$ cat src/sv/two_way_lru_cache_tag_lookup_macros.svh
`ifndef TWO_WAY_LRU_CACHE_TAG_LOOKUP_MACROS_SVH
`define TWO_WAY_LRU_CACHE_TAG_LOOKUP_MACROS_SVH

// check in the same cycle
`define LTL_ASSERT_NOW(lbl, ante, cons, msg) \
    lbl: assert property (@(posedge i_clk) disable iff (!i_rst_n) (ante) |-> (cons)) \
        else $error(msg);

// check in the following cycle
`define LTL_ASSERT_NEXT(lbl, ante, cons, msg) \
    lbl: assert property (@(posedge i_clk) disable iff (!i_rst_n) (ante) |=> (cons)) \
        else $error(msg);

`endif

$ cat src/sv/lru_tag_pkg.sv
`timescale 1ns / 1ps
`default_nettype none

package lru_tag_pkg;

    localparam int IN_TDATA_W  = 32;
    localparam int OFF_OUT_W   = 5;
    localparam int BLK_OUT_W   = 27;
    localparam int SET_OUT_W   = 6;
    localparam int TAG_OUT_W   = 21;

    localparam int QUEUE_DEPTH = 2;
    localparam int QUEUE_PTR_W = $clog2(QUEUE_DEPTH);
    localparam int QUEUE_CNT_W = $clog2(QUEUE_DEPTH + 1);

    typedef enum logic [0:0] {
        S_READ,
        S_EVAL
    } t_back_state;

    typedef struct packed {
        logic full;
        logic empty;
    } t_q_stat;

    typedef struct packed {
        logic [TAG_OUT_W-1:0] evicted_tag;
        logic                 replaced_valid;
        logic                 is_miss;
        logic [TAG_OUT_W-1:0] tag_value;
        logic                 way_used;
        logic [SET_OUT_W-1:0] set_index;
        logic [BLK_OUT_W-1:0] block_number;
        logic [OFF_OUT_W-1:0] byte_offset;
    } t_result;

    localparam int RESULT_W    = $bits(t_result);
    localparam int OUT_TDATA_W = ((RESULT_W + 7) / 8) * 8;

endpackage

`default_nettype wire

$ cat src/sv/two_way_lru_cache_tag_lookup.sv
`timescale 1ns / 1ps
`default_nettype none

// Channel   Dir  tdata bits  Fields (lowest bit up)
// s_axis    in   32          address
// m_axis    out  88          byte_offset, block_number, set_index, way_used, tag_value,
//                            is_miss, replaced_valid, evicted_tag, zero pad
//
// Lookup stage: S_READ does the registered tag RAM read, S_EVAL the compare, way choice
// and update, then the next item is read. Items reach it via the input register and queue.
// Reset clears valid and LRU flops at once; no clearing pass, tag RAMs stay unreset.
// A two-entry queue decouples intake from lookup; m_axis stalls hold the result
// register while intake keeps filling the queue.

module two_way_lru_cache_tag_lookup #(
    parameter int NUM_SETS   = 64,
    parameter int LINE_BYTES = 32,
    parameter int ADDR_BITS  = 32
) (
    input  logic                                 i_clk,
    input  logic                                 i_rst_n,
    input  logic                                 s_axis_tvalid,
    output logic                                 s_axis_tready,
    input  logic [lru_tag_pkg::IN_TDATA_W-1:0]   s_axis_tdata,  // address
    output logic                                 m_axis_tvalid,
    input  logic                                 m_axis_tready,
    // byte_offset, block_number, set_index, way_used, tag_value, is_miss,
    // replaced_valid, evicted_tag, zero pad
    output logic [lru_tag_pkg::OUT_TDATA_W-1:0]  m_axis_tdata
);
    import lru_tag_pkg::*;

    localparam int EFF_ADDR_W = (ADDR_BITS < IN_TDATA_W) ? ADDR_BITS : IN_TDATA_W;
    localparam int OFF_W      = $clog2(LINE_BYTES);
    localparam int SET_W      = $clog2(NUM_SETS);
    localparam int TAG_RAW_W  = EFF_ADDR_W - OFF_W - SET_W;
    localparam int TAG_W      = (TAG_RAW_W < 1) ? 1 : TAG_RAW_W;
    localparam int REQ_W      = TAG_W + SET_W + OFF_W;

    t_q_stat          w_q_stat;
    logic             w_push;
    logic [REQ_W-1:0] w_push_req;
    logic             w_pop;
    logic [REQ_W-1:0] w_q_data;
    t_result          w_result;

    lru_tag_front #(
        .ADDR_W (EFF_ADDR_W),
        .REQ_W  (REQ_W)
    ) u_front (
        .i_clk     (i_clk),
        .i_rst_n   (i_rst_n),
        .i_valid   (s_axis_tvalid),
        .o_ready   (s_axis_tready),
        .i_address (s_axis_tdata),
        .i_q_stat  (w_q_stat),
        .o_push    (w_push),
        .o_req     (w_push_req)
    );

    lru_tag_queue #(
        .WIDTH (REQ_W)
    ) u_queue (
        .i_clk   (i_clk),
        .i_rst_n (i_rst_n),
        .i_push  (w_push),
        .i_data  (w_push_req),
        .i_pop   (w_pop),
        .o_data  (w_q_data),
        .o_stat  (w_q_stat)
    );

    lru_tag_back #(
        .NUM_SETS (NUM_SETS),
        .OFF_W    (OFF_W),
        .SET_W    (SET_W),
        .TAG_W    (TAG_W),
        .REQ_W    (REQ_W)
    ) u_back (
        .i_clk    (i_clk),
        .i_rst_n  (i_rst_n),
        .i_q_stat (w_q_stat),
        .i_q_data (w_q_data),
        .o_pop    (w_pop),
        .o_valid  (m_axis_tvalid),
        .i_ready  (m_axis_tready),
        .o_result (w_result)
    );

    assign m_axis_tdata = {{(OUT_TDATA_W - RESULT_W){1'b0}}, w_result};

endmodule

`default_nettype wire

$ cat src/sv/lru_tag_queue.sv
`timescale 1ns / 1ps
`default_nettype none

module lru_tag_queue #(
    parameter int WIDTH = 32
) (
    input  logic                 i_clk,
    input  logic                 i_rst_n,
    input  logic                 i_push,
    input  logic [WIDTH-1:0]     i_data,
    input  logic                 i_pop,
    output logic [WIDTH-1:0]     o_data,
    output lru_tag_pkg::t_q_stat o_stat
);
    import lru_tag_pkg::*;

    logic [WIDTH-1:0]       r_mem [QUEUE_DEPTH];
    logic [QUEUE_PTR_W-1:0] r_wr_ptr;
    logic [QUEUE_PTR_W-1:0] r_rd_ptr;
    logic [QUEUE_CNT_W-1:0] r_count;
    logic [QUEUE_CNT_W-1:0] n_count;

    always_comb begin
        case ({i_push, i_pop})
            2'b10:   n_count = r_count + QUEUE_CNT_W'(1);
            2'b01:   n_count = r_count - QUEUE_CNT_W'(1);
            default: n_count = r_count;
        endcase
    end

    always_ff @(posedge i_clk) begin
        if (!i_rst_n) begin
            r_wr_ptr <= '0;
            r_rd_ptr <= '0;
            r_count  <= '0;
        end else begin
            r_count <= n_count;
            if (i_push) begin
                r_wr_ptr <= r_wr_ptr + QUEUE_PTR_W'(1);
            end
            if (i_pop) begin
                r_rd_ptr <= r_rd_ptr + QUEUE_PTR_W'(1);
            end
        end
    end

    always_ff @(posedge i_clk) begin
        if (i_push) begin
            r_mem[r_wr_ptr] <= i_data;
        end
    end

    assign o_data       = r_mem[r_rd_ptr];
    assign o_stat.full  = (r_count == QUEUE_CNT_W'(QUEUE_DEPTH));
    assign o_stat.empty = (r_count == '0);

endmodule

`default_nettype wire

$ cat src/sv/lru_tag_front.sv
`timescale 1ns / 1ps
`default_nettype none

module lru_tag_front #(
    parameter int ADDR_W = 32,
    parameter int REQ_W  = 32
) (
    input  logic                                i_clk,
    input  logic                                i_rst_n,
    input  logic                                i_valid,
    output logic                                o_ready,
    input  logic [lru_tag_pkg::IN_TDATA_W-1:0]  i_address,
    input  lru_tag_pkg::t_q_stat                i_q_stat,
    output logic                                o_push,
    output logic [REQ_W-1:0]                    o_req
);
    import lru_tag_pkg::*;

    logic             r_valid;
    logic [REQ_W-1:0] r_req;
    logic [REQ_W-1:0] n_req;
    logic             w_accept;

    // split into {tag, set, offset}; bits above the address width drop
    always_comb begin
        n_req             = '0;
        n_req[ADDR_W-1:0] = i_address[ADDR_W-1:0];
    end

    assign o_push   = r_valid && !i_q_stat.full;
    assign o_ready  = !r_valid || !i_q_stat.full;
    assign w_accept = i_valid && o_ready;

    always_ff @(posedge i_clk) begin
        if (!i_rst_n) begin
            r_valid <= 1'b0;
        end else if (w_accept) begin
            r_valid <= 1'b1;
        end else if (o_push) begin
            r_valid <= 1'b0;
        end
    end

    always_ff @(posedge i_clk) begin
        if (w_accept) begin
            r_req <= n_req;
        end
    end

    assign o_req = r_req;

endmodule

`default_nettype wire

$ cat src/sv/lru_tag_back.sv
`timescale 1ns / 1ps
`default_nettype none

module lru_tag_back #(
    parameter int NUM_SETS = 64,
    parameter int OFF_W    = 5,
    parameter int SET_W    = 6,
    parameter int TAG_W    = 21,
    parameter int REQ_W    = 32
) (
    input  logic                 i_clk,
    input  logic                 i_rst_n,
    input  lru_tag_pkg::t_q_stat i_q_stat,
    input  logic [REQ_W-1:0]     i_q_data,
    output logic                 o_pop,
    output logic                 o_valid,
    input  logic                 i_ready,
    output lru_tag_pkg::t_result o_result
);
    import lru_tag_pkg::*;

    localparam int BLK_W = TAG_W + SET_W;

    logic [TAG_W-1:0]    r_tag_mem0 [NUM_SETS];
    logic [TAG_W-1:0]    r_tag_mem1 [NUM_SETS];
    logic [NUM_SETS-1:0] r_valid0;
    logic [NUM_SETS-1:0] r_valid1;
    logic [NUM_SETS-1:0] r_lru;

    t_back_state         r_state;
    t_back_state         n_state;
    logic [REQ_W-1:0]    r_req;
    logic [TAG_W-1:0]    r_rd0;
    logic [TAG_W-1:0]    r_rd1;
    logic                r_out_valid;
    t_result             r_out;
    t_result             n_out;

    logic                w_pop;
    logic                w_load;
    logic                w_out_free;
    logic [SET_W-1:0]    w_q_set;
    logic [SET_W-1:0]    w_set;
    logic [TAG_W-1:0]    w_tag;
    logic [OFF_W-1:0]    w_off;
    logic [BLK_W-1:0]    w_blk;
    logic                w_hit0;
    logic                w_hit1;
    logic                w_way;
    logic                w_miss;
    logic                w_repl;
    logic [TAG_W-1:0]    w_evict;

    logic [OFF_W+OFF_OUT_W-1:0] w_off_x;
    logic [BLK_W+BLK_OUT_W-1:0] w_blk_x;
    logic [SET_W+SET_OUT_W-1:0] w_set_x;
    logic [TAG_W+TAG_OUT_W-1:0] w_tag_x;
    logic [TAG_W+TAG_OUT_W-1:0] w_evict_x;

    assign w_q_set    = i_q_data[OFF_W +: SET_W];
    assign w_off      = r_req[OFF_W-1:0];
    assign w_set      = r_req[OFF_W +: SET_W];
    assign w_tag      = r_req[REQ_W-1 -: TAG_W];
    assign w_blk      = r_req[REQ_W-1:OFF_W];
    assign w_out_free = !r_out_valid || i_ready;

    always_comb begin
        n_state = r_state;
        unique case (r_state)
            S_READ:  if (!i_q_stat.empty) n_state = S_EVAL;
            S_EVAL:  if (w_out_free) n_state = S_READ;
            default: n_state = S_READ;
        endcase
    end

    always_comb begin
        w_pop  = 1'b0;
        w_load = 1'b0;
        unique case (r_state)
            S_READ:  w_pop  = !i_q_stat.empty;
            S_EVAL:  w_load = w_out_free;
            default: ;
        endcase
    end

    assign o_pop = w_pop;

    assign w_hit0 = r_valid0[w_set] && (r_rd0 == w_tag);
    assign w_hit1 = r_valid1[w_set] && (r_rd1 == w_tag);

    always_comb begin
        w_way   = 1'b0;
        w_miss  = 1'b0;
        w_repl  = 1'b0;
        w_evict = '0;
        if (w_hit0) begin
            w_way = 1'b0;
        end else if (w_hit1) begin
            w_way = 1'b1;
        end else begin
            w_miss = 1'b1;
            if (!r_valid0[w_set]) begin
                w_way = 1'b0;
            end else if (!r_valid1[w_set]) begin
                w_way = 1'b1;
            end else begin
                w_way   = r_lru[w_set];
                w_repl  = 1'b1;
                w_evict = r_lru[w_set] ? r_rd1 : r_rd0;
            end
        end
    end

    always_comb begin
        w_off_x                = '0;
        w_off_x[OFF_W-1:0]     = w_off;
        w_blk_x                = '0;
        w_blk_x[BLK_W-1:0]     = w_blk;
        w_set_x                = '0;
        w_set_x[SET_W-1:0]     = w_set;
        w_tag_x                = '0;
        w_tag_x[TAG_W-1:0]     = w_tag;
        w_evict_x              = '0;
        w_evict_x[TAG_W-1:0]   = w_evict;

        n_out.byte_offset    = w_off_x[OFF_OUT_W-1:0];
        n_out.block_number   = w_blk_x[BLK_OUT_W-1:0];
        n_out.set_index      = w_set_x[SET_OUT_W-1:0];
        n_out.way_used       = w_way;
        n_out.tag_value      = w_tag_x[TAG_OUT_W-1:0];
        n_out.is_miss        = w_miss;
        n_out.replaced_valid = w_repl;
        n_out.evicted_tag    = w_evict_x[TAG_OUT_W-1:0];
    end

    always_ff @(posedge i_clk) begin
        if (!i_rst_n) begin
            r_state     <= S_READ;
            r_out_valid <= 1'b0;
            r_valid0    <= '0;
            r_valid1    <= '0;
            r_lru       <= '0;
        end else begin
            r_state <= n_state;
            if (w_load) begin
                r_out_valid  <= 1'b1;
                r_lru[w_set] <= ~w_way;
                if (w_miss) begin
                    if (w_way) begin
                        r_valid1[w_set] <= 1'b1;
                    end else begin
                        r_valid0[w_set] <= 1'b1;
                    end
                end
            end else if (i_ready) begin
                r_out_valid <= 1'b0;
            end
        end
    end

    always_ff @(posedge i_clk) begin
        if (w_pop) begin
            r_req <= i_q_data;
            r_rd0 <= r_tag_mem0[w_q_set];
            r_rd1 <= r_tag_mem1[w_q_set];
        end
        if (w_load && w_miss) begin
            if (w_way) begin
                r_tag_mem1[w_set] <= w_tag;
            end else begin
                r_tag_mem0[w_set] <= w_tag;
            end
        end
        if (w_load) begin
            r_out <= n_out;
        end
    end

    assign o_valid  = r_out_valid;
    assign o_result = r_out;

`include "two_way_lru_cache_tag_lookup_macros.svh"

    `LTL_ASSERT_NEXT(a_load_shows_result, w_load, r_out_valid, "result register not loaded")
    `LTL_ASSERT_NEXT(a_lru_points_away, w_load, r_lru[$past(w_set)] != $past(w_way), "lru not updated")
    `LTL_ASSERT_NEXT(a_fill_way0_valid, w_load && w_miss && !w_way, r_valid0[$past(w_set)], "way 0 not marked valid")
    `LTL_ASSERT_NOW(a_no_evict_no_tag, r_out_valid && !r_out.replaced_valid, r_out.evicted_tag == '0, "evicted tag without eviction")

endmodule

`default_nettype wire

$ cat config.mk
export PLATFORM = sky130hd
export DESIGN_NAME = two_way_lru_cache_tag_lookup
export DESIGN_NICKNAME = d
export VERILOG_FILES = /design/src/sv/lru_tag_pkg.sv /design/src/sv/two_way_lru_cache_tag_lookup.sv /design/src/sv/lru_tag_queue.sv /design/src/sv/lru_tag_front.sv /design/src/sv/lru_tag_back.sv
export VERILOG_INCLUDE_DIRS = /design/src /design/src/sv
export SDC_FILE = /design/constraint.sdc
export NUM_CORES = 2
export LEC_CHECK = 0
export BUFFER_PORTS_ARGS = -buffer_cell sky130_fd_sc_hd__buf_2
export CAP_MARGIN = 40
export CORE_ASPECT_RATIO = 1.1
export CORE_MARGIN = 5
export CORE_UTILIZATION = 45
export DETAILED_ROUTE_END_ITERATION = 8
export HOLD_SLACK_MARGIN = 0.05
export MAX_ROUTING_LAYER = met4
export PLACE_DENSITY = 0.72
export SLEW_MARGIN = 5
export SYNTH_ARGS = -nofsm -noshare
export SYNTH_HDL_FRONTEND = slang
export SYNTH_HIERARCHICAL = 1
export SYNTH_SLANG_ARGS = --single-unit
$ cat constraint.sdc
create_clock -name i_clk -period 9.6 [get_ports i_clk]
set_input_delay 0.48 -clock i_clk [delete_from_list [all_inputs] [get_ports i_clk]]
set_output_delay 0.48 -clock i_clk [all_outputs]
set_load 0.05 [all_outputs]
==> results by group <==
Outcome
  – Run status: completed

Worst setup path
  – CP Capture Type: flip-flop
  – Most Frequent Cell on Critical Path: sky130_fd_sc_hd__buf_4
  – Combined buffer and inverter count along the critical path: 6
  – Worst R2R Setup Slack: 3.91 ns
  – Data required time at the worst endpoint: 10.10 ns
  – Worst reg2reg path endpoint: u_back/r_tag_mem0[15][2]$_DFFE_PP_
  – Largest fanout on the critical path: 65
  – Critical register-to-register path startpoint: u_back/r_req[5]$_DFFE_PP_
  – Slowest stage cell, crit path: sky130_fd_sc_hd__edfxtp_1
  – R2r worst-path depth: 13
  – Startpoint type of the worst setup path: flip-flop
  – Largest stage delay on the critical path: 0.81 ns
  – Data arrival time at the worst-slack endpoint: 6.19 ns
  – Critical-path cell list: buf_4, mux4_2, mux2i_1, o22ai_1, a21oi_1, and3b_2, inv_1, o31a_2, buf_4, buf_4, buf_16, nor4_2, buf_4
  – Critical path class: flip-flop to flip-flop
  – Top Family by Delay on Critical Path: buffers and inverters

Logic synthesis
  – Number of flops mapped to enable cells by yosys: 2914
  – Largest cells by area after synthesis: sky130_fd_sc_hd__edfxtp_1 73%, sky130_fd_sc_hd__mux4_2 17%, sky130_fd_sc_hd__dfxtp_1 3.4%
  – Mean Syn Cell Area: 22.42 um^2
  – Cells after synthesis: 5326
  – FF+latch count, synth: 3114
  – Most instantiated flip-flop cell in the synthesis netlist: sky130_fd_sc_hd__edfxtp_1
  – Share of the synthesized area in the top cell type: 73.27%
  – Synth cell count leaders: 2914 x sky130_fd_sc_hd__edfxtp_1, 882 x sky130_fd_sc_hd__mux4_2, 216 x sky130_fd_sc_hd__clkbuf_1
  – Post-synth cell types: 64
  – Asr flop ratio synth: 0%
  – Top-count cell post-synth: sky130_fd_sc_hd__edfxtp_1
  – Yosys top cell by area: sky130_fd_sc_hd__edfxtp_1
  – Sequential fraction of the synthesis area: 76.63%
  – Post-Synthesis Cell Area: 119400 um^2
  – Warning count from the yosys run: 6

Pwr
  – Largest voltage drop on the vdd net: 224.0 uV
  – Sum of internal, switching and leakage power: 37.79 mW
  – Power density relative to cell area: 276.7 nW/um^2
  – Leakage Power: 42.60 nW

Timing
  – Final number of max-transition violations: 0
  – Final critical path time including I/O delays and setup: 5.692 ns
  – Fin. Hold Viols: 0
  – Setup repair after global routing missed its margin: no
  – Fin crit share: 59.29%
  – Worst slew margin: 29.11%
  – Worst setup slack after layout: 3.908 ns
  – Final Skew: 0.05933 ns
  – Final Hold Slack: 0.1356 ns
  – Transition at the pin with the smallest max-transition slack: 1.063 ns
  – Top achievable clock speed: 0.1757 GHz
  – Finish-stage setup viols: 0
  – Total negative setup slack: 0 ns

Placed design
  – Post-Place Cells: 8834
  – GP Congestion: 0.8533
  – Placed cell area: 126100 um^2
  – Half-perimeter wire length after detailed placement: 172100 um
  – Total of buffers placed on input and output ports: 120
  – Post-Place Worst Slack: 4.128 ns

Global routing
  – Overflow left after global routing: 0
  – First-pass GRT wire length: 439200 um
  – Via count of the first global-routing pass: 59383
  – Largest net degree at the start of global routing: 141
  – Initial antenna violation count: 17
  – Total global-route track usage: 22.84%

Drt
  – Wire length on met3: 34950 um
  – Final wirelength: 307800 um
  – Post-detailed-route via-to-cell ratio: 6.306
  – Violation count after the first detailed-route iteration: 8964
  – Via total after detailed routing: 59519
  – Routed metal-1 wire length: 112300 um
  – Per-cell routed wire length: 32.61 um
  – DRT antenna net count: 0
  – DRC violations left: 0
  – Max layer used: met4
  – Routed length on met2: 148000 um
  – Count of TritonRoute iterations in the first routing pass: 6

Min path
  – Hold Crit Class: input port to flip-flop
  – Min-Delay Path Depth: 2
  – Critical hold path startpoint: i_rst_n
  – End point of the worst hold path: u_queue/r_wr_ptr$_SDFFE_PN0P_

Clock network
  – H-tree Lvls: 5
  – Clock tree from TritonCTS: built
  – Buffer depth of the longest clock path: 4
  – Worst-Skew Late Latency: 0.88 ns
  – Clock edge transition at the registers on the reported setup and hold paths: 0.06 ns
  – TritonCTS sink count: 3114
  – Root buf cell: sky130_fd_sc_hd__clkbuf_16
  – Buffers inserted during post-CTS setup optimization: 0
  – Total CTS buffers: 310

Floorplanning
  – Die Wd: 501.2 um
  – Die extent in y: 550.3 um
  – Number of placement rows: 198
  – Placeable core region: 264300 um^2
  – Die outline area: 275800 um^2
  – Number of top-level pins: 126
  – Initial cell density of the core: 45.18%

Finish
  – Final cell count without fillers: 9439
  – Synth-to-Final Area Change: 14.36%
  – Fraction of final layout cells sized beyond drive strength 1: 32.19%
  – Core occupancy in the finished layout: 51.66%
  – Final instance area: 136600 um^2
  – Net count of the finished layout: 5723

Flow run
  – Count of max-cap constraint violations: 0
-- state kept, by name, summed over array words and instances, names as in the netlist, named ones only --
name               count
u_front/o_req         32
u_back/o_result       56
u_back/r_tag_mem1   1344
u_back/r_state         1
u_back/r_valid1       64
u_back/r_req          32
u_back/o_valid         1
u_queue/r_rd_ptr       1
u_back/r_lru          64
u_queue/r_wr_ptr       1
u_back/r_valid0       64
u_front/r_valid        1
u_back/r_rd1          21
u_queue/r_mem         64
u_queue/r_count        2
u_back/r_tag_mem0   1344
u_back/r_rd0          21
-- final cells by class --
type | instances | area (um^2)
clock buffer | 407 | 8479
multi-input combinational | 1830 | 27150
clock inverter | 147 | 1513
sequential | 3114 | 91510
timing repair buffer | 420 | 3468
antenna | 11 | 27.53
fill | 19636 | 127800
tap | 3500 | 4379
inverter | 10 | 40.04
-- power breakdown --
part	switching, mW	internal (mW)
Clock	5.06	6.97
Sequential	0.426	16.9
Combinational	5.86	2.62
-- cell usage in the layout, fill, tap and decap left out, types with 43 or more instances in the layout --
cell / n
sky130_fd_sc_hd__nand2_1: 118
sky130_fd_sc_hd__a21oi_1: 70
sky130_fd_sc_hd__buf_4: 230
sky130_fd_sc_hd__clkbuf_16: 324
sky130_fd_sc_hd__o21a_1: 60
sky130_fd_sc_hd__dfxtp_1: 199
sky130_fd_sc_hd__clkinv_1: 43
sky130_fd_sc_hd__clkinv_2: 46
sky130_fd_sc_hd__o41ai_1: 70
sky130_fd_sc_hd__mux2i_1: 63
sky130_fd_sc_hd__buf_2: 119
sky130_fd_sc_hd__nor4_2: 104
sky130_fd_sc_hd__clkbuf_1: 77
sky130_fd_sc_hd__mux4_2: 882
sky130_fd_sc_hd__nor2_1: 102
sky130_fd_sc_hd__edfxtp_1: 2914
sky130_fd_sc_hd__mux2_2: 49
sky130_fd_sc_hd__o21ai_0: 85
-- what timing repair did --
action	CTS	global route
resized for setup	0	0
hold buffers	34	0
endpoints found under the hold margin	34	0
-- how the worst max path moves through the flow --
| stage | startpoint | end | slack (ns) | depth (start not counted) |
|---|---|---|---|---|
| 2_1_floorplan | u_back/r_req[31]$_DFFE_PP_ | u_back/r_tag_mem0[44][0]$_DFFE_PP_ | 4.10 | 8 |
| 3_3_place_gp | u_back/r_req[5]$_DFFE_PP_ | u_back/r_tag_mem0[29][2]$_DFFE_PP_ | 4.01 | 12 |
| 3_5_place_dp | u_back/r_req[5]$_DFFE_PP_ | u_back/r_tag_mem0[15][15]$_DFFE_PP_ | 4.13 | 13 |
| 4_1_cts | u_back/r_req[5]$_DFFE_PP_ | u_back/r_tag_mem0[15][2]$_DFFE_PP_ | 4.11 | 13 |
| 5_1_grt | u_back/r_req[5]$_DFFE_PP_ | u_back/r_tag_mem0[14][17]$_DFFE_PP_ | 3.81 | 13 |
| 6_report | u_back/r_req[5]$_DFFE_PP_ | u_back/r_tag_mem0[15][2]$_DFFE_PP_ | 3.91 | 13 |
-- metal layers --
layer,global-route usage (%),vias up
li1,-,23327
met1,30.45,31534
met2,35.21,4010
met3,4.961,648
met4,8.080,0
met5,-,-
-- kinds of logic (layout without fill, tap and decap cells) --
kind of cell             count (synthesis)  in the layout  synth area share [%]
other                                    1             16              0.003140
AND/OR/NAND/NOR                        419            419                 1.862
XOR/XNOR                                45             45                0.3300
AO/OA/AOI/OAI                          358            358                 2.019
flip-flops                            3114           3114                 76.63
multiplexers                          1002           1002                 17.70
buffers and inverters                  386            984                 1.450
adder cells (fa/ha/maj)                  1              1               0.01048
-- worst reg2reg max path: stages, from the launching register on --
cell and delay [ns]:
sky130_fd_sc_hd__edfxtp_1 0.81, sky130_fd_sc_hd__buf_4 0.46, sky130_fd_sc_hd__mux4_2 0.56, sky130_fd_sc_hd__mux2i_1 0.17
sky130_fd_sc_hd__o22ai_1 0.12, sky130_fd_sc_hd__a21oi_1 0.20, sky130_fd_sc_hd__and3b_2 0.76, sky130_fd_sc_hd__inv_1 0.12
sky130_fd_sc_hd__o31a_2 0.31, sky130_fd_sc_hd__buf_4 0.33, sky130_fd_sc_hd__buf_4 0.38, sky130_fd_sc_hd__buf_16 0.25
sky130_fd_sc_hd__nor4_2 0.40, sky130_fd_sc_hd__buf_4 0.46
Power figures use the tool's default switching activity.
